===== config.mk =====
export PLATFORM = sky130hd
export DESIGN_NAME = qecc_front
export DESIGN_NICKNAME = d
export VERILOG_FILES = /design/src/quadric_edge_collapse_cost_top_assert.svh /design/src/qecc_pkg.sv /design/src/qecc_front.sv
export SDC_FILE = /design/constraint.sdc
export NUM_CORES = 1
export LEC_CHECK = 0
export BUFFER_PORTS_ARGS = -buffer_cell sky130_fd_sc_hd__buf_2
export CAP_MARGIN = 30
export CORE_AREA = 2 2 259 261
export CTS_BUF_LIST = sky130_fd_sc_hd__clkbuf_8 sky130_fd_sc_hd__clkbuf_16
export DETAILED_ROUTE_END_ITERATION = 8
export DIE_AREA = 0 0 261 263
export REMOVE_ABC_BUFFERS = 1
export SLEW_MARGIN = 20
export SYNTH_ARGS = -nofsm -noshare
export SYNTH_HDL_FRONTEND = slang
export SYNTH_SLANG_ARGS = --single-unit

===== constraint.sdc =====
create_clock -name clk_i -period 77.1 [get_ports clk_i]
set_clock_uncertainty 0.15 [all_clocks]
set_input_delay 19.275 -clock clk_i [delete_from_list [all_inputs] [get_ports clk_i]]
set_output_delay 19.275 -clock clk_i [all_outputs]
set_load 0.01 [all_outputs]

===== src/quadric_edge_collapse_cost_top_assert.svh =====
// Assertion macros for the edge collapse cost block
`ifndef QUADRIC_EDGE_COLLAPSE_COST_TOP_ASSERT_SVH
`define QUADRIC_EDGE_COLLAPSE_COST_TOP_ASSERT_SVH
// implication checked every clock, off while in reset
`define QEC_ASSERT_IMP(label, ante, cons) \
  label: assert property (@(posedge clk_i) disable iff (!rst_ni) (ante) |-> (cons)) \
    else $error("assertion failed");
// next-cycle implication
`define QEC_ASSERT_NXT(label, ante, cons) \
  label: assert property (@(posedge clk_i) disable iff (!rst_ni) (ante) |=> (cons)) \
    else $error("assertion failed");
`endif


===== src/qecc_pkg.sv =====
`default_nettype none
package qecc_pkg;
  localparam int QW = 32;
  localparam int SW = 33;   // sum of two entries
  localparam int WW = 256;  // wide working word
  localparam int QDEPTH = 2;
  localparam int QAW = 1;

  typedef logic signed [QW-1:0] entry_t;
  typedef logic signed [SW-1:0] sum_t;
  typedef logic signed [WW-1:0] wide_t;

  // summed quadric travelling from front to back
  typedef struct packed {
    sum_t s00, s01, s02, s03, s11, s12, s13, s22, s23, s33;
  } quad_t;

  typedef enum logic [3:0] {
    ST_IDLE, ST_MUL, ST_DET, ST_DIVSET, ST_DIV, ST_DIVEND,
    ST_COST, ST_RND, ST_OUT
  } state_e;
endpackage
`default_nettype wire


===== src/qecc_front.sv =====
`default_nettype none
module qecc_front (
  input  wire logic                 clk_i,
  input  wire logic                 in_valid,
  output logic                      in_ready,
  input  wire qecc_pkg::entry_t     q_i [10],
  input  wire logic                 is_second_i,
  output logic                      push_o,
  output qecc_pkg::quad_t           quad_o,
  input  wire logic                 full_i
);
  qecc_pkg::entry_t held_q [10];
  qecc_pkg::sum_t   s [10];

  // first item held, second stalls only when the queue is full
  assign in_ready = !full_i;
  assign push_o   = in_valid && !full_i && is_second_i;

  always_ff @(posedge clk_i) begin
    if (in_valid && in_ready && !is_second_i) begin
      for (int k = 0; k < 10; k++) held_q[k] <= q_i[k];
    end
  end

  always_comb begin
    for (int k = 0; k < 10; k++) begin
      s[k] = qecc_pkg::SW'(held_q[k]) + qecc_pkg::SW'(q_i[k]);
    end
  end
  assign quad_o = '{s[0], s[1], s[2], s[3], s[4], s[5], s[6], s[7], s[8], s[9]};
endmodule
`default_nettype wire


==> impl_metrics.xml, run 1 <==
<?xml version="1.0" encoding="UTF-8"?>
<metrics>
  <group name="clock_network">
    <metric name="clock_sinks" unit="">320</metric>
    <metric name="clock_tree.htree_level_count" unit="">2</metric>
    <metric name="clock_tree_from_tritoncts" unit="">yes</metric>
    <metric name="clock_tree.buffer_depth" unit="">3</metric>
    <metric name="cts_resized" unit="">0</metric>
    <metric name="post-cts-setup-buffers" unit="">0</metric>
    <metric name="total_cts_buffers" unit="">44</metric>
    <metric name="clkTransAtPathRegs" unit="ns">0.06</metric>
    <metric name="cts_hold_buffers" unit="">0</metric>
    <metric name="root_buffer" unit="">clkbuf_16</metric>
  </group>
  <group name="drt">
    <metric name="route.vias.total" unit="">22725</metric>
    <metric name="drc" unit="">0</metric>
    <metric name="vias_per_cell" unit="">5.533</metric>
    <metric name="routed_wire_length_per_instance" unit="microns">19.50</metric>
    <metric name="drt_first_iter_violations" unit="">1395</metric>
    <metric name="drt_first_pass_iters" unit="">6</metric>
    <metric name="ant_nets" unit="">0</metric>
    <metric name="routed_wl" unit="microns">80100</metric>
  </group>
  <group name="pwr">
    <metric name="irDropWorstVdd" unit="mV">0.01849</metric>
    <metric name="total_power" unit="mW">0.6182</metric>
    <metric name="leakagePower" unit="nW">13.58</metric>
    <metric name="power_density" unit="nW/um^2">19.84</metric>
  </group>
  <group name="critical_path">
    <metric name="critPathCaptureType" unit="">primary output</metric>
    <metric name="worstSetupStartpointType" unit="">input port</metric>
    <metric name="critical_path.max_fanout" unit="">3</metric>
    <metric name="worst-endpoint-arrival" unit="ns">22.65</metric>
    <metric name="worstPathRequired" unit="ns">57.67</metric>
    <metric name="critical_path_start_end_classification" unit="">in2out</metric>
  </group>
  <group name="synth">
    <metric name="synthTopCellsByArea" unit="">edfxtp_1, ha_1, xnor2_1</metric>
    <metric name="netlist.area_leader.share" unit="">0.3781</metric>
    <metric name="synthesis.area" unit="sq um">25420</metric>
    <metric name="synth_area_per_cell" unit="sq um">10.11</metric>
    <metric name="post-synth-top-area-cell" unit="">edfxtp_1</metric>
    <metric name="yosys_register_bits" unit="">320</metric>
    <metric name="synth_commonest_cells" unit="">edfxtp_1, ha_1, a21oi_1, xnor2_1, nor2_1</metric>
    <metric name="syn-instance-count" unit="">2514</metric>
    <metric name="async_flop_share" unit="">0</metric>
    <metric name="yosysSeqAreaShare" unit="">0.3781</metric>
    <metric name="synth_enable_flop_cells" unit="">320</metric>
    <metric name="ys.warnings.count" unit="">0</metric>
    <metric name="post_synthesis_cell_type_count" unit="">88</metric>
    <metric name="yosys_most_used_dff" unit="">edfxtp_1</metric>
  </group>
  <group name="job">
    <metric name="max_cap_violations" unit="">0</metric>
  </group>
  <group name="global_routing">
    <metric name="global_route_wire_length_before_repair" unit="microns">122500</metric>
    <metric name="grt_antenna_before_repair" unit="">36</metric>
    <metric name="grtUsageTotal" unit="">0.2228</metric>
    <metric name="global_route.overflow_total" unit="">0</metric>
    <metric name="grt_pass1_vias" unit="">22523</metric>
    <metric name="grt_max_degree" unit="">154</metric>
  </group>
  <group name="hold_path">
    <metric name="worstHoldPathCells" unit="">1</metric>
    <metric name="holdCritPathClass" unit="">in2reg</metric>
    <metric name="worstHoldEndpoint" unit="">held_q[4][8]</metric>
    <metric name="min-delay-start" unit="">q_i[168]</metric>
  </group>
  <group name="finish">
    <metric name="n_fill_cell" unit="">6238</metric>
    <metric name="post_route_cells_drive_above_1_share" unit="">0.2375</metric>
    <metric name="max_reg_flops" unit="">320</metric>
    <metric name="layout_top_registers" unit="">held_q x320</metric>
    <metric name="final_core_util" unit="">0.4747</metric>
    <metric name="flow.area_growth_from_synthesis" unit="%">22.58</metric>
    <metric name="largest-register" unit="">held_q</metric>
    <metric name="nNetsFinal" unit="">3837</metric>
  </group>
  <group name="floorplanning">
    <metric name="ioPinCount" unit="">656</metric>
    <metric name="fp-row-count" unit="">94</metric>
    <metric name="core_area" unit="sq um">65630</metric>
    <metric name="initial_utilization" unit="">0.3873</metric>
    <metric name="die_y" unit="microns">263</metric>
    <metric name="die_area" unit="sq um">68640</metric>
    <metric name="die_w" unit="microns">261</metric>
  </group>
  <group name="timing">
    <metric name="post-route-min-period" unit="ns">42.08</metric>
    <metric name="layout_worst_path_cycle_share" unit="">0.5457</metric>
    <metric name="slew-limit-headroom" unit="">0.3333</metric>
    <metric name="grt_setup_unrepaired" unit="">no</metric>
    <metric name="report.final.hold_viol_count" unit="">0</metric>
    <metric name="setup_ws" unit="ns">35.02</metric>
    <metric name="tns" unit="ns">0</metric>
    <metric name="final_setup_violating_endpoints" unit="">0</metric>
    <metric name="report.final.slew_viol_count" unit="">0</metric>
    <metric name="achievable-frequency" unit="GHz">0.02377</metric>
    <metric name="worst-slew-pin-transition" unit="ns">1.000</metric>
  </group>
  <group name="placed_design">
    <metric name="post-place-ws" unit="ns">35.02</metric>
    <metric name="port-buffer-count" unit="">655</metric>
    <metric name="hpwlAfterDp" unit="microns">64550</metric>
    <metric name="final_weighted_congestion_in_routability_driven_placement" unit="">0.9312</metric>
  </group>
  <group name="status">
    <metric name="outcome" unit="">completed</metric>
  </group>
</metrics>
kinds of logic after synthesis:
group / Yosys count / synth area share
compound gates: 861 / 0.2233
simple gates: 625 / 0.1225
fa+ha+maj: 330 / 0.1654
flops: 320 / 0.3781
xor+xnor: 268 / 0.09235
buf+inv: 102 / 0.01511
mux: 8 / 0.003298
placed cells by master, fill, tap and decap left out, drive strengths merged, types with 8 or more instances in the layout:
cell type,synthesis,layout
edfxtp,320,320
a211o,10,10
inv,66,75
buf,2,659
xor2,80,80
o21bai,29,29
o21ai,153,153
a211oi,56,56
nor2b,38,38
a31o,10,10
nand3,51,51
nor2,179,179
nand2,135,135
a21o,130,130
and3,37,37
ha,320,320
fa,10,10
a2111oi,8,8
a31oi,35,35
clkinv,0,11
and4,12,12
clkbuf,34,45
xnor2,188,188
a21oi,261,261
and2,19,19
nor3,35,35
nand2b,30,30
o31ai,8,8
o21a,43,43
o31a,8,8
o211ai,23,23
or3,9,9
or2,13,13
nand4,30,30
diode,0,30
nor3b,8,8
how the worst max path moves through the flow:
stage,start,to,depth (start not counted)
detailed placement,q_i[192],quad_o[226],12
global placement,q_i[192],quad_o[226],12
CTS,q_i[192],quad_o[226],12
finish,q_i[192],quad_o[226],12
floorplan,full_i,held_q[0][0],1
global route,q_i[192],quad_o[226],12
per-layer routing:
layer	vias to the layer above	global-route usage	wire, microns
met1	10824	0.2538	31450
met2	661	0.3929	39180
met3	167	0.06961	6869
met4	26	0.07279	2437
met5	-	0	153
li1	11047	-	-
area by class of cell:
| class | instances | area (sq um) | area share |
|---|---|---|---|
| Antenna cell | 30 | 75.07 | 0.002410 |
| Clock buffer | 45 | 1126 | 0.03615 |
| Clock inverter | 31 | 266.5 | 0.008555 |
| Inverter | 66 | 247.7 | 0.007952 |
| Multi-Input combinational cell | 2092 | 15430 | 0.4952 |
| Sequential cell | 320 | 9609 | 0.3084 |
| Tap cell | 864 | 1081 | 0.03470 |
| Timing Repair Buffer | 659 | 3321 | 0.1066 |
metrics by stage:
stage               cells  hold WS (ns)  instance area (sq um)
finish               4107         18.74                  31150
global placement     4001         19.32                  29690
detailed placement   4001         19.32                  29690
CTS                  4077         18.69                  31080
global route         4096         18.71                  31130
floorplan            2478         19.22                  25280
worst max-delay path, cell delays in order:
cell	delay, ns
buf_2	0.10
ha_1	0.24
fa_1	0.45
a211oi_1	0.56
o21ai_0	0.27
and4b_1	0.27
o2111ai_1	0.24
a211oi_1	0.12
o41ai_1	0.45
nor2b_1	0.27
xnor2_1	0.18
buf_2	0.22
power by group:
part	switching (mW)	total (mW)	internal (mW)
Sequential	0.00261	0.204	0.201
Clock	0.0832	0.202	0.119
Combinational	0.125	0.213	0.0875
(Power assumes the default switching activity.)
==> run 2: changes to the inputs <==
--- a/config.mk
+++ b/config.mk
@@ -7,10 +7,10 @@
 export LEC_CHECK = 0
 export BUFFER_PORTS_ARGS = -buffer_cell sky130_fd_sc_hd__buf_2
 export CAP_MARGIN = 30
-export CORE_AREA = 2 2 259 261
+export CORE_AREA = 2 2 253 255
 export CTS_BUF_LIST = sky130_fd_sc_hd__clkbuf_8 sky130_fd_sc_hd__clkbuf_16
 export DETAILED_ROUTE_END_ITERATION = 8
-export DIE_AREA = 0 0 261 263
+export DIE_AREA = 0 0 255 257
 export REMOVE_ABC_BUFFERS = 1
 export SLEW_MARGIN = 20
 export SYNTH_ARGS = -nofsm -noshare
==> constraint.sdc (replaced) <==
create_clock -name clk_i -period 40.4 [get_ports clk_i]
set_clock_uncertainty 0.15 [all_clocks]
set_input_delay 10.1 -clock clk_i [delete_from_list [all_inputs] [get_ports clk_i]]
set_output_delay 10.1 -clock clk_i [all_outputs]
set_load 0.01 [all_outputs]
==> run 2 against run 1 <==
- worst setup slack worse by 18 ns
- critical path depth is 1 higher
- hold slack worse by 9.2 ns
- non-clock buffer count is 1 higher
- final area is 0.23% lower
- sequential cell count stayed put
- first-iteration DRC count is 17% lower
- sequential power is 91% higher
- critical path type unchanged
- critical endpoint is now quad_o[230]
- largest power group unchanged
==> impl_metrics.xml, run 2 (synthesis results as in run 1) <==
<?xml version="1.0" encoding="UTF-8"?>
<metrics>
  <group name="finish">
    <metric name="post_route_cells_drive_above_1_share" unit="">0.2366</metric>
    <metric name="seq_area" unit="sq um">9609</metric>
    <metric name="largest-register" unit="">held_q</metric>
    <metric name="finished_cell_area" unit="sq um">31080</metric>
    <metric name="n_fill_cell" unit="">5891</metric>
    <metric name="max_reg_flops" unit="">320</metric>
    <metric name="final_common_cell" unit="">buf_2</metric>
    <metric name="most-common-layout-cells" unit="">buf_2, ha_1, edfxtp_1, a21oi_1, xnor2_1</metric>
    <metric name="multi_input_comb_area" unit="sq um">15430</metric>
    <metric name="final_core_util" unit="">0.4954</metric>
    <metric name="nNetsFinal" unit="">3838</metric>
    <metric name="layout_top_registers" unit="">held_q x320</metric>
    <metric name="flow.area_growth_from_synthesis" unit="%">22.29</metric>
  </group>
  <group name="hold_path">
    <metric name="min-delay-start" unit="">q_i[151]</metric>
    <metric name="holdCritPathClass" unit="">in2reg</metric>
  </group>
  <group name="drt">
    <metric name="route.met2.wl" unit="microns">38040</metric>
    <metric name="drt_first_pass_iters" unit="">6</metric>
    <metric name="ant_nets" unit="">0</metric>
    <metric name="route.layer.met1.wl" unit="microns">32650</metric>
    <metric name="routed_wl" unit="microns">80170</metric>
    <metric name="drt_first_iter_violations" unit="">1152</metric>
    <metric name="routed_wire_length_per_instance" unit="microns">19.58</metric>
    <metric name="topRoutingLayerUsed" unit="">met5</metric>
    <metric name="met3_length" unit="microns">6100</metric>
    <metric name="route.vias.total" unit="">22688</metric>
    <metric name="drc" unit="">0</metric>
    <metric name="vias_per_cell" unit="">5.542</metric>
  </group>
  <group name="floorplanning">
    <metric name="ioPinCount" unit="">656</metric>
    <metric name="die_w" unit="microns">255</metric>
    <metric name="initial_utilization" unit="">0.4051</metric>
    <metric name="die_area" unit="sq um">65540</metric>
    <metric name="die_y" unit="microns">257</metric>
    <metric name="fp-row-count" unit="">92</metric>
    <metric name="core_area" unit="sq um">62740</metric>
  </group>
  <group name="critical_path">
    <metric name="critical_path_start_end_classification" unit="">in2out</metric>
    <metric name="critical_path.max_fanout" unit="">3</metric>
    <metric name="worstSetupStartpointType" unit="">input port</metric>
    <metric name="worst-endpoint-arrival" unit="ns">13.25</metric>
    <metric name="crit_path_start" unit="">q_i[192]</metric>
    <metric name="critPathCaptureType" unit="">primary output</metric>
    <metric name="worstPathRequired" unit="ns">30.15</metric>
  </group>
  <group name="clock_network">
    <metric name="clock_tree_from_tritoncts" unit="">yes</metric>
    <metric name="total_cts_buffers" unit="">44</metric>
    <metric name="root_buffer" unit="">clkbuf_16</metric>
    <metric name="cts_hold_buffers" unit="">0</metric>
    <metric name="clock_tree.buffer_depth" unit="">3</metric>
    <metric name="clkTransAtPathRegs" unit="ns">0.05</metric>
    <metric name="cts_resized" unit="">0</metric>
    <metric name="clock_tree.htree_level_count" unit="">2</metric>
    <metric name="clock_sinks" unit="">320</metric>
    <metric name="post-cts-setup-buffers" unit="">0</metric>
  </group>
  <group name="global_routing">
    <metric name="global_route_wire_length_before_repair" unit="microns">122200</metric>
    <metric name="grtUsageTotal" unit="">0.2344</metric>
    <metric name="grt_antenna_before_repair" unit="">44</metric>
    <metric name="grt_pass1_vias" unit="">22343</metric>
    <metric name="grt_max_degree" unit="">152</metric>
    <metric name="global_route.overflow_total" unit="">0</metric>
  </group>
  <group name="timing">
    <metric name="tns" unit="ns">0</metric>
    <metric name="slew-limit-headroom" unit="">0.3563</metric>
    <metric name="post-route-min-period" unit="ns">23.50</metric>
    <metric name="grt_setup_unrepaired" unit="">no</metric>
    <metric name="layout_worst_path_cycle_share" unit="">0.5816</metric>
    <metric name="report.final.hold_viol_count" unit="">0</metric>
    <metric name="final_setup_violating_endpoints" unit="">0</metric>
    <metric name="report.final.slew_viol_count" unit="">0</metric>
    <metric name="worst-slew-pin-transition" unit="ns">0.9656</metric>
    <metric name="achievable-frequency" unit="GHz">0.04256</metric>
  </group>
  <group name="job">
    <metric name="max_cap_violations" unit="">0</metric>
  </group>
  <group name="pwr">
    <metric name="irDropWorstVdd" unit="mV">0.03248</metric>
    <metric name="leakagePower" unit="nW">13.60</metric>
    <metric name="power_density" unit="nW/um^2">37.35</metric>
  </group>
  <group name="placed_design">
    <metric name="hpwlAfterDp" unit="microns">64790</metric>
    <metric name="port-buffer-count" unit="">655</metric>
    <metric name="placed_area" unit="sq um">29670</metric>
    <metric name="final_weighted_congestion_in_routability_driven_placement" unit="">0.9061</metric>
  </group>
  <group name="status">
    <metric name="outcome" unit="">completed</metric>
  </group>
</metrics>
run 2: cell types whose count changed in the layout (fill, tap and decap cells not counted):
cell,before,now
diode_2,30,31
inv_1,73,81
buf_2,655,656
bufinv_16,4,2
clkinv_1,7,5
clkinv_2,3,7
clkinvlp_4,7,4
inv_6,2,0
run 2: worst paths after layout:
path / to / slack (ns) / cells past startpoint
max: quad_o[230] / 16.90 / 13
min: held_q[5][23] / 9.57 / 1
run 2: metrics by stage:
step	hold WS, ns	instances	power [mW]	setup WS [ns]
after floorplan	10.05	2478	0.6529	5.588
after CTS	9.535	4063	1.174	16.78
after detailed placement	10.15	3984	0.7986	16.81
after global placement	10.15	3983	0.7950	16.41
final	9.570	4094	1.161	16.90
after global routing	9.550	4083	1.225	16.56
run 2: critical path: stages:
cell	delay (ns)
buf_2	0.11
ha_1	0.25
fa_1	0.44
a211oi_1	0.34
o21ai_0	0.22
and4b_1	0.24
o2111ai_1	0.28
a211oi_1	0.12
o41ai_1	0.36
buf_2	0.24
a21oi_1	0.07
o22ai_1	0.25
buf_2	0.23
run 2: layout make-up:
cell class                 count  share of cell area
clock inverter                34            0.006723
inverter                      66            0.007971
clock buffer                  45             0.03623
timing repair buffer         660              0.1070
tap                          846             0.03406
sequential                   320              0.3092
antenna                       31            0.002496
multi-input combinational   2092              0.4964
run 2: per-layer routing:
| layer | vias up | global-route usage |
|---|---|---|
| met5 | - | 0 |
| met3 | 182 | 0.06949 |
| li1 | 11101 | - |
| met1 | 10735 | 0.2753 |
| met4 | 34 | 0.09812 |
| met2 | 636 | 0.3964 |
run 2: report_power, final:
group | internal, mW | switching, mW
combinational | 0.167 | 0.239
clock | 0.213 | 0.153
sequential | 0.384 | 0.00501
total | 0.764 | 0.397
