[src/quadric_edge_collapse_cost_top_assert.svh]
// Assertion macros for the edge collapse cost block
`ifndef QUADRIC_EDGE_COLLAPSE_COST_TOP_ASSERT_SVH
`define QUADRIC_EDGE_COLLAPSE_COST_TOP_ASSERT_SVH
// implication checked every clock, off while in reset
`define QEC_ASSERT_IMP(label, ante, cons) \
  label: assert property (@(posedge clk_i) disable iff (!rst_ni) (ante) |-> (cons)) \
    else $error("assertion failed");
// next-cycle implication
`define QEC_ASSERT_NXT(label, ante, cons) \
  label: assert property (@(posedge clk_i) disable iff (!rst_ni) (ante) |=> (cons)) \
    else $error("assertion failed");
`endif

[src/qecc_pkg.sv]
`default_nettype none
package qecc_pkg;
  localparam int QW = 32;
  localparam int SW = 33;   // sum of two entries
  localparam int WW = 256;  // wide working word
  localparam int QDEPTH = 2;
  localparam int QAW = 1;

  typedef logic signed [QW-1:0] entry_t;
  typedef logic signed [SW-1:0] sum_t;
  typedef logic signed [WW-1:0] wide_t;

  // summed quadric travelling from front to back
  typedef struct packed {
    sum_t s00, s01, s02, s03, s11, s12, s13, s22, s23, s33;
  } quad_t;

  typedef enum logic [3:0] {
    ST_IDLE, ST_MUL, ST_DET, ST_DIVSET, ST_DIV, ST_DIVEND,
    ST_COST, ST_RND, ST_OUT
  } state_e;
endpackage
`default_nettype wire

[src/qecc_queue.sv]
`default_nettype none
module qecc_queue (
  input  wire logic            clk_i,
  input  wire logic            rst_ni,
  input  wire logic            push_i,
  input  wire qecc_pkg::quad_t data_i,
  output logic                 full_o,
  input  wire logic            pop_i,
  output logic                 empty_o,
  output qecc_pkg::quad_t      data_o
);
  qecc_pkg::quad_t mem_q [qecc_pkg::QDEPTH];
  logic [qecc_pkg::QAW-1:0] wp_q, rp_q;
  logic [qecc_pkg::QAW:0]   cnt_q;

  assign full_o  = (cnt_q == (qecc_pkg::QAW+1)'(qecc_pkg::QDEPTH));
  assign empty_o = (cnt_q == '0);
  assign data_o  = mem_q[rp_q];

  always_ff @(posedge clk_i) begin
    if (push_i) mem_q[wp_q] <= data_i;
  end

  always_ff @(posedge clk_i or negedge rst_ni) begin
    if (!rst_ni) begin
      wp_q <= '0; rp_q <= '0; cnt_q <= '0;
    end else begin
      if (push_i) wp_q <= wp_q + 1'b1;
      if (pop_i)  rp_q <= rp_q + 1'b1;
      cnt_q <= cnt_q + (qecc_pkg::QAW+1)'(push_i) - (qecc_pkg::QAW+1)'(pop_i);
    end
  end
endmodule
`default_nettype wire

[config.mk]
export PLATFORM = sky130hd
export DESIGN_NAME = qecc_queue
export DESIGN_NICKNAME = d
export VERILOG_FILES = /design/src/quadric_edge_collapse_cost_top_assert.svh /design/src/qecc_pkg.sv /design/src/qecc_queue.sv
export SDC_FILE = /design/constraint.sdc
export NUM_CORES = 1
export LEC_CHECK = 0
export BUFFER_PORTS_ARGS = -buffer_cell sky130_fd_sc_hd__buf_2
export CAP_MARGIN = 5
export CORE_AREA = 3 3 256 258
export DETAILED_ROUTE_END_ITERATION = 8
export DIE_AREA = 0 0 259 261
export MAX_ROUTING_LAYER = met4
export PLACE_DENSITY_LB_ADDON = 0.25
export RECOVER_POWER = 25
export SLEW_MARGIN = 25
export SYNTH_ARGS = -nofsm -noshare
export SYNTH_HDL_FRONTEND = slang
export SYNTH_SLANG_ARGS = --single-unit
[constraint.sdc]
create_clock -name clk_i -period 15 [get_ports clk_i]
set_input_delay 0 -clock clk_i [delete_from_list [all_inputs] [get_ports clk_i]]
set_output_delay 0 -clock clk_i [all_outputs]
set_load 0.02 [all_outputs]
==> results of run 1 <==
[cells by family (layout without fill, tap and decap cells)]
logic type | after synthesis | in the layout
and+or+nand+nor | 4 | 4
buffers and inverters | 39 | 1141
DFF | 664 | 664
muxes | 330 | 330
other | 0 | 9
adders and majority gates | 2 | 2
xor gates and xnor gates | 3 | 3
[area by class of cell]
type,instances,share of cell area (%)
Antenna cell,9,0.0647
Clock buffer,92,5.42
Clock inverter,34,0.963
Inverter,2,0.0216
Multi-Input combinational cell,339,14.1
Sequential cell,664,57.2
Tap cell,846,3.04
Timing Repair Buffer,1013,19.2
[timing repair]
item                                   CTS  global route
hold buffers                           334             0
gates resized for setup                  0             0
endpoints found under the hold margin  686             0
[flip-flops by register name, indices dropped and copies added (netlist names)]
name and cells:
rp_q 1, wp_q 1, mem_q 660, cnt_q 2
[layout by cell type (no fill, tap or decap), drive strengths merged]
cell type,n
and2,1
buf,522
bufinv,6
clkbuf,249
clkinv,24
dfrtp,4
diode,9
dlygate4sd3,334
edfxtp,660
ha,2
inv,6
mux2,330
nor2,1
nor2b,2
xor2,2
xor3,1
[synthesized netlist by cell type]
cell,instances
xor2_1,2
inv_1,2
mux2_4,290
buf_2,4
buf_12,2
buf_6,1
ha_1,2
dfrtp_1,4
nor2b_1,2
nor2_1,1
and2_1,1
edfxtp_1,660
xor3_1,1
mux2_2,40
buf_8,30
[metal layers]
metal,vias to the layer above,routed length [um],share of wire [%],GRT usage [%]
met3,98,4600,7.6,5.08
met2,488,32000,53,30.5
met4,0,1730,2.9,6.64
met5,-,0,0,-
met1,6713,22400,37,19.9
li1,6288,-,-,-
[metrics by stage]
step	hold slack (ps)	util [%]	instances	worst slack, ps	cell area (sq um)
after floorplan	-296	-	1042	5520	25300
after global placement	-191	46.4	2527	11520	29300
after detailed placement	-190	46.5	2528	11620	29400
after CTS	82.5	55.3	2988	10990	34900
after global routing	109	55.1	2997	11150	34800
final	142	55.1	2999	11340	34800
[worst max-delay path by stage]
stage	end	slack [ps]
CTS	data_o[78]	10990
finish	data_o[78]	11340
floorplan	mem_q[0][0]$_DFFE_PP_	5520
global placement	mem_q[0][111]$_DFFE_PP_	11520
global route	data_o[78]	11150
detailed placement	mem_q[1][225]$_DFFE_PP_	11620
[power breakdown]
group | internal (W) | switching, W
sequential | 0.00246 | 0.000110
clock | 0.000992 | 0.000681
combinational | 0.000992 | 0.00130
total | 0.00445 | 0.00209
==> out/metrics.cfg, run 1 <==
[run_status]
status=completed

[die]
ios=666
dieArea_sq_mm=0.0676
die_h_um=261
core_area_sq_mm=0.0632
start_util_pct=40.1
rows=92
die_w_um=259

[logic_synthesis]
synth_top_family_by_area=multiplexers
synthDistinctLibCells=15
synth_area_leader_cell=edfxtp_1
ys_seq_area_share_pct=78.6
syn_nets=1378
synth_seq_cells=664
mappedNetlistArea_sq_mm=0.0253
syn-instance-count=1042
synthSimpleGateAreaFrac_pct=0.0889
synth_area_per_cell_sq_um=24.3
synth-compound-area-share_pct=0
ys_top_cells_by_area=edfxtp_1, mux2_4, buf_8, mux2_2, dfrtp_1
synth_xor_xnor_area_share_pct=0.163
ys_warn_count=0
synth_top_area_share_pct=78.2
synthMuxAreaShare_pct=19.0
synth_adder_area_share_pct=0.0987

[setup_path]
required_ps=15000
worst-r2r-cell-count=3
cp_top_family=buffers and inverters
crit_buf_inv=3
r2r_slack_ps=12000
reg2reg_from=wp_q$_DFFE_PN0P_
cp_data_arrival_time_ps=3660
slowest_delay_ps=900
crit_chain=buf_6 > buf_4 > mux2_4 > buf_2
worst_setup_path_end_kind=primary output
crit_slowest_cell=dfrtp_4
crit_cells=4
start_kind=register
cp-startpoint=rp_q$_DFFE_PN0P_
critPathKind=reg2out
critPathMaxFanout=56
r2r_end=mem_q[1][233]$_DFFE_PP_

[detailed_routing]
viasPerCell=4.53
first_pass_iters=5
wl_per_cell_um=20.2
routed-via-count=13600
first_iter_violations=878
drcViolationCount=0
wl_mm=60.7
ant_nets=0

[layout]
drive_gt1_share_pct=44.5
synthToLayoutAreaGrowth_pct=37.4
fillers=4988
multi_input_area_sq_mm=0.00490
register_area_sq_mm=0.0199
final_nets=2427

[grt]
grt-ovfl-total=0
grt_pass1_wl_mm=88.3
grt_start_max_net_pins=159
grt_pass1_vias=14700
antenna_found_initial=7
track_usage_pct=17.8

[clocking]
clock_latency_ps=580
cts.sinks=664
postCtsSetupBuffers=0
root_buffer=clkbuf_16
tritoncts=yes
htreeDepth=3
numCtsBuffers=71
clkTransAtPathRegs_ps=60
clock_path_buffers=3

[timing]
final-setup-viol-count=0
skew_ps=12.4
period_minus_slack_ps=3660
worst_slew_pin_slew_ps=1020
hold_viol_final=0
rsz0062_at_grt=no
min_period_over_period_pct=24.4
fmax_ghz=0.273
slew_viol_final=0
slew_headroom_pct=31.9
final.setup.tns_ps=0

[placed_design]
gp_congestion=0.814
hpwlAfterDp_mm=40.7
io_buffers=665

[pwr]
vdd.ir_drop.worst_uv=125
power_density_mw_per_mm2=188
p_leak_nw=13.6
total_power_w=0.00654

[worst_hold_path]
hold_depth=2
holdPathEnd=mem_q[1][325]$_DFFE_PP_
min_path_type=in2reg
hold_path.startpoint=data_i[325]

[run]
drv_cap=0

(Power assumes the default switching activity.)
==> inputs of run 2 (changes only) <==
- CORE_AREA: 3 3 256 258 -> 3 3 258 260
- DIE_AREA: 0 0 259 261 -> 0 0 261 263
- clock period: 15 -> 3.5 ns (I/O delays scaled with it)
==> out/metrics.cfg, run 2 (synthesized netlist as in run 1, its figures left out) <==
[layout]
drive_gt1_share_pct=45.4  ; was 44.5%
mostFrequentLayoutCells=edfxtp_1, buf_2, dlygate4sd3_1  ; unchanged
top_regs=mem_q (660), cnt_q (2)  ; unchanged
largest_reg_flops=660  ; unchanged
final_nets=2457  ; was 2427
synthToLayoutAreaGrowth_pct=38.7  ; was 37.4%
final_common_cell=edfxtp_1  ; unchanged
postLayoutCoreUtil_pct=54.6  ; was 55.1%
regMostFlops=mem_q  ; unchanged
fillers=5100  ; was 4988

[timing]
slew_headroom_pct=45.1  ; was 31.9%
skew_ps=23.8  ; was 12.4 ps
slew_viol_final=0  ; unchanged
period_minus_slack_ps=2480
worst_slew_pin_slew_ps=823  ; was 1020 ps
hold_viol_final=0  ; unchanged
fin_ws_ps=1020  ; was 11340 ps
rsz0062_at_grt=no  ; unchanged
final-setup-viol-count=0  ; unchanged
fmax_ghz=0.403
min_period_over_period_pct=70.8

[detailed_routing]
ant_nets=0  ; unchanged
first_iter_violations=795  ; was 878
wl_met3_mm=3.94  ; was 4.60 mm
drcViolationCount=0  ; unchanged
routed-via-count=13900  ; was 13600
first_pass_iters=5  ; unchanged
viasPerCell=4.57  ; was 4.53
met2WireLength_mm=31.7  ; was 32.0 mm
highest_layer=met4  ; unchanged
wl_mm=61.2  ; was 60.7 mm
met1_length_mm=22.8  ; was 22.4 mm
wl_per_cell_um=20.2  ; about the same

[setup_path]
required_ps=3500  ; was 15000 ps
critPathKind=reg2out  ; unchanged
slowest_delay_ps=620  ; was 900 ps
crit_slowest_cell=dfrtp_4  ; unchanged
start_kind=register  ; unchanged
crit_chain=buf_12 > buf_4 > mux2_4 > buf_2  ; was buf_6 > buf_4 > mux2_4 > buf_2
critPathMaxFanout=27  ; was 56
cp_data_arrival_time_ps=2480  ; was 3660 ps
worst_setup_path_end_kind=primary output  ; unchanged

[run]
drv_cap=0  ; unchanged

[pwr]
p_int_w=0.0191  ; was 0.00445 W
power_density_mw_per_mm2=802  ; was 188 mW/mm^2
vdd.ir_drop.worst_uv=560  ; was 125 uV
p_leak_nw=13.8  ; was 13.6 nW
switching_power_w=0.00911  ; was 0.00209 W
seqPwrFrac_pct=38.8  ; was 39.4%
swShare_pct=32.3  ; was 32.0%
combinationalPowerShare_pct=35.8  ; was 35.1%
power_frac_clock_pct=25.4  ; was 25.6%

[grt]
grt-ovfl-total=0  ; unchanged
grt_pass1_wl_mm=91.0  ; was 88.3 mm
track_usage_pct=18.0  ; was 17.8%
grt_start_max_net_pins=91  ; was 159
grt_pass1_vias=15200  ; was 14700
antenna_found_initial=7  ; unchanged

[die]
dieArea_sq_mm=0.0686  ; was 0.0676 sq mm
core_area_sq_mm=0.0643  ; was 0.0632 sq mm
rows=93  ; was 92
die_w_um=261  ; was 259 um
die_h_um=263  ; was 261 um
ios=666  ; unchanged
start_util_pct=39.4  ; was 40.1%

[clocking]
cts-resized-gates=0  ; unchanged
numCtsBuffers=73  ; was 71
postCtsSetupBuffers=0  ; unchanged
cts.sinks=664  ; unchanged
clock_latency_ps=600  ; was 580 ps
tritoncts=yes  ; unchanged
clkTransAtPathRegs_ps=60  ; about the same
clock_path_buffers=3  ; unchanged
root_buffer=clkbuf_16  ; unchanged
htreeDepth=3  ; unchanged

[placed_design]
hpwlAfterDp_mm=42.3  ; was 40.7 mm
io_buffers=665  ; unchanged
gp_congestion=0.817  ; was 0.814
pre_cts_slack_ps=1520  ; was 11620 ps

[run_status]
status=completed  ; unchanged

[worst_hold_path]
min_path_type=in2reg  ; unchanged

[run 2: what timing repair did]
item	CTS	global route
hold buffers	334	0
endpoints found under the hold margin	678	0
setup endpoints to repair	0	0
[run 2: layout make-up]
class	count	area (sq um)	share of cell area, %
Antenna cell	7	17.5	0.0498
Clock buffer	88	1930	5.48
Clock inverter	39	324	0.922
Inverter	2	7.51	0.0214
Multi-Input combinational cell	339	4900	13.9
Sequential cell	664	19900	56.7
Tap cell	855	1070	3.04
Timing Repair Buffer	1041	6980	19.9
[run 2: final timing paths]
kind | startpoint | end | slack (ps) | cells after the start
max | rp_q$_DFFE_PN0P_ | data_o[124] | 1020 | 4
min | data_i[3] | mem_q[1][3]$_DFFE_PP_ | 120 | 2
max reg2reg | wp_q$_DFFE_PN0P_ | mem_q[1][250]$_DFFE_PP_ | 1590 | 2
min reg2reg | wp_q$_DFFE_PN0P_ | wp_q$_DFFE_PN0P_ | 550 | 1
max in group asynchronous | rst_ni | rp_q$_DFFE_PN0P_ | 2940 | 3
min in group asynchronous | rst_ni | cnt_q[1]$_DFF_PN0_ | 350 | 3
[run 2: worst max-delay path, delay by kind of cell (launching register included)]
family	cells	cell delay, ps
flip-flops	1	620
buffers and inverters	3	890
multiplexers	1	350
[run 2: power by group through the flow]
stage | Clock (W) | Sequential [W] | Combinational [W]
5_1_grt | 0.00768 | 0.0111 | 0.0106
3_5_place_dp | 0 | 0.0111 | 0.00990
4_1_cts | 0.00736 | 0.0110 | 0.0102
6_report | 0.00717 | 0.0109 | 0.0101
3_3_place_gp | 0 | 0.0110 | 0.00985
2_1_floorplan | 0 | 0.0112 | 0.00722
[run 2: per-stage QoR]
stage | total power, W | hold WS [ps] | instance area [sq um] | instances | setup TNS, ps
6_report | 0.0282 | 124 | 35200 | 3035 | 0
5_1_grt | 0.0294 | 90.6 | 35200 | 3035 | 0
4_1_cts | 0.0286 | 71.2 | 35300 | 3028 | 0
3_5_place_dp | 0.0210 | -180 | 29700 | 2567 | 0
3_3_place_gp | 0.0209 | -179 | 29700 | 2567 | 0
2_1_floorplan | 0.0185 | -296 | 25400 | 1042 | -1209390
[run 2: layer usage]
metal	vias to the layer above	GRT usage, %
met1	6853	20.0
met3	145	4.45
met4	0	8.06
met2	510	30.6
li1	6350	-
met5	-	-
==> inputs of run 3 (changes only) <==
- clock period: 3.5 -> 2.55 ns (I/O delays scaled with it)
==> out/metrics.cfg, run 3 (synthesized netlist as in run 1, its figures left out) <==
[run_status]
status=completed  ; unchanged

[setup_path]
required_ps=2550  ; was 3500 ps
worst_setup_path_end_kind=primary output  ; unchanged
critPathKind=reg2out  ; unchanged
critPathMaxFanout=38  ; was 27
start_kind=register  ; unchanged
cp_data_arrival_time_ps=2320  ; was 2480 ps

[timing]
fmax_ghz=0.432
final-setup-viol-count=0  ; unchanged
worst_slew_pin_slew_ps=641  ; was 823 ps
final.setup.tns_ps=0  ; unchanged
slew_viol_final=0  ; unchanged
period_minus_slack_ps=2320
hold_viol_final=0  ; unchanged
rsz0062_at_grt=no  ; unchanged
slew_headroom_pct=57.2  ; was 45.1%
skew_ps=15.6  ; was 23.8 ps
min_period_over_period_pct=90.8

[pwr]
p_leak_nw=13.8  ; about the same
power_density_mw_per_mm2=1100  ; was 802 mW/mm^2
vdd.ir_drop.worst_uv=706  ; was 560 uV
total_power_w=0.0385  ; was 0.0282 W

[clocking]
clock_latency_ps=600  ; about the same
tritoncts=yes  ; unchanged
htreeDepth=3  ; unchanged
cts.sinks=664  ; unchanged
root_buffer=clkbuf_16  ; unchanged
postCtsSetupBuffers=0  ; unchanged
clock_path_buffers=3  ; unchanged
cts-resized-gates=0  ; unchanged
clkTransAtPathRegs_ps=60  ; about the same
numCtsBuffers=71  ; was 73

[layout]
top_regs=mem_q (660), cnt_q (2)  ; unchanged
regMostFlops=mem_q  ; unchanged
mostFrequentLayoutCells=edfxtp_1, buf_2, dlygate4sd3_1  ; unchanged
drive_gt1_share_pct=45.0  ; was 45.4%
final_common_cell=edfxtp_1  ; unchanged
design_area_sq_mm=0.0351  ; was 0.0352 sq mm
final_nets=2454  ; was 2457
fillers=5108  ; was 5100
synthToLayoutAreaGrowth_pct=38.5  ; was 38.7%
largest_reg_flops=660  ; unchanged

[detailed_routing]
wl_per_cell_um=20.4  ; was 20.2 um
routed-via-count=13900  ; about the same
wl_mm=61.9  ; was 61.2 mm
ant_nets=0  ; unchanged
viasPerCell=4.58  ; was 4.57
drcViolationCount=0  ; unchanged
first_iter_violations=815  ; was 795
first_pass_iters=6  ; was 5

[placed_design]
gp_congestion=0.857  ; was 0.817
hpwlAfterDp_mm=42.9  ; was 42.3 mm
io_buffers=665  ; unchanged
placed_area_sq_mm=0.0297  ; about the same

[grt]
grt_pass1_wl_mm=92.0  ; was 91.0 mm
grt_start_max_net_pins=77  ; was 91
track_usage_pct=18.2  ; was 18.0%
grt-ovfl-total=0  ; unchanged
grt_pass1_vias=15300  ; was 15200
antenna_found_initial=5  ; was 7

[run]
drv_cap=0  ; unchanged

[die]
core_area_sq_mm=0.0643  ; unchanged
rows=93  ; unchanged
ios=666  ; unchanged
die_h_um=263  ; unchanged
dieArea_sq_mm=0.0686  ; unchanged
start_util_pct=39.4  ; unchanged
die_w_um=261  ; unchanged

[worst_hold_path]
min_path_type=in2reg  ; unchanged

==> run 3: power by group <==
part / internal (W) / switching (W)
logic: 0.00608 / 0.00781
clock network: 0.00557 / 0.00404
registers: 0.0145 / 0.000583
==> run 3: stage by stage <==
| step | cells | hold slack [ps] | util [%] | setup WS [ps] |
|---|---|---|---|---|
| 3_3_place_gp | 2566 | -183 | 46.2 | 799 |
| 4_1_cts | 3028 | 66.5 | 54.8 | 175 |
| 5_1_grt | 3033 | 106 | 54.6 | 139 |
| 2_1_floorplan | 1042 | -296 | - | -3190 |
| 3_5_place_dp | 2566 | -185 | 46.2 | 750 |
| 6_report | 3034 | 135 | 54.6 | 235 |
==> run 3: worst paths after layout <==
check,slack (ps),from,to,cells past startpoint
setup / recovery,230,rp_q$_DFFE_PN0P_,data_o[251],4
hold / removal,130,data_i[21],mem_q[0][21]$_DFFE_PP_,2
setup reg to reg,790,wp_q$_DFFE_PN0P_,mem_q[1][72]$_DFFE_PP_,3
hold reg to reg,550,wp_q$_DFFE_PN0P_,wp_q$_DFFE_PN0P_,1
max in group asynchronous,1970,rst_ni,rp_q$_DFFE_PN0P_,3
min in group asynchronous,350,rst_ni,cnt_q[0]$_DFF_PN0_,3
==> run 3: per-layer routing <==
layer | vias to the layer above | part of all wire, % | GRT usage [%]
li1 | 6351 | - | -
met1 | 6890 | 36 | 19.5
met2 | 503 | 53 | 31.9
met3 | 141 | 6.7 | 4.43
met4 | 0 | 4.1 | 8.23
met5 | - | 0 | -
==> run 3: layout make-up <==
cell class	count	area [sq um]	area share [%]
Antenna cell	6	15.0	0.0428
Clock buffer	94	1930	5.49
Clock inverter	34	279	0.795
Inverter	2	7.51	0.0214
Multi-Input combinational cell	339	4900	14.0
Sequential cell	664	19900	56.7
Tap cell	855	1070	3.05
Timing Repair Buffer	1040	6980	19.9
==> run 3: critical path, cell delays in order, from the launching register on <==
cell,delay (ps)
dfrtp_4,580
buf_12,260
buf_12,300
mux2_4,340
buf_2,170
==> run 3: timing repair <==
| item | 4_1_cts | 5_1_grt |
|---|---|---|
| hold buffers | 334 | 0 |
| endpoints found under the hold margin | 698 | 0 |
| setup endpoints to repair | 0 | 0 |
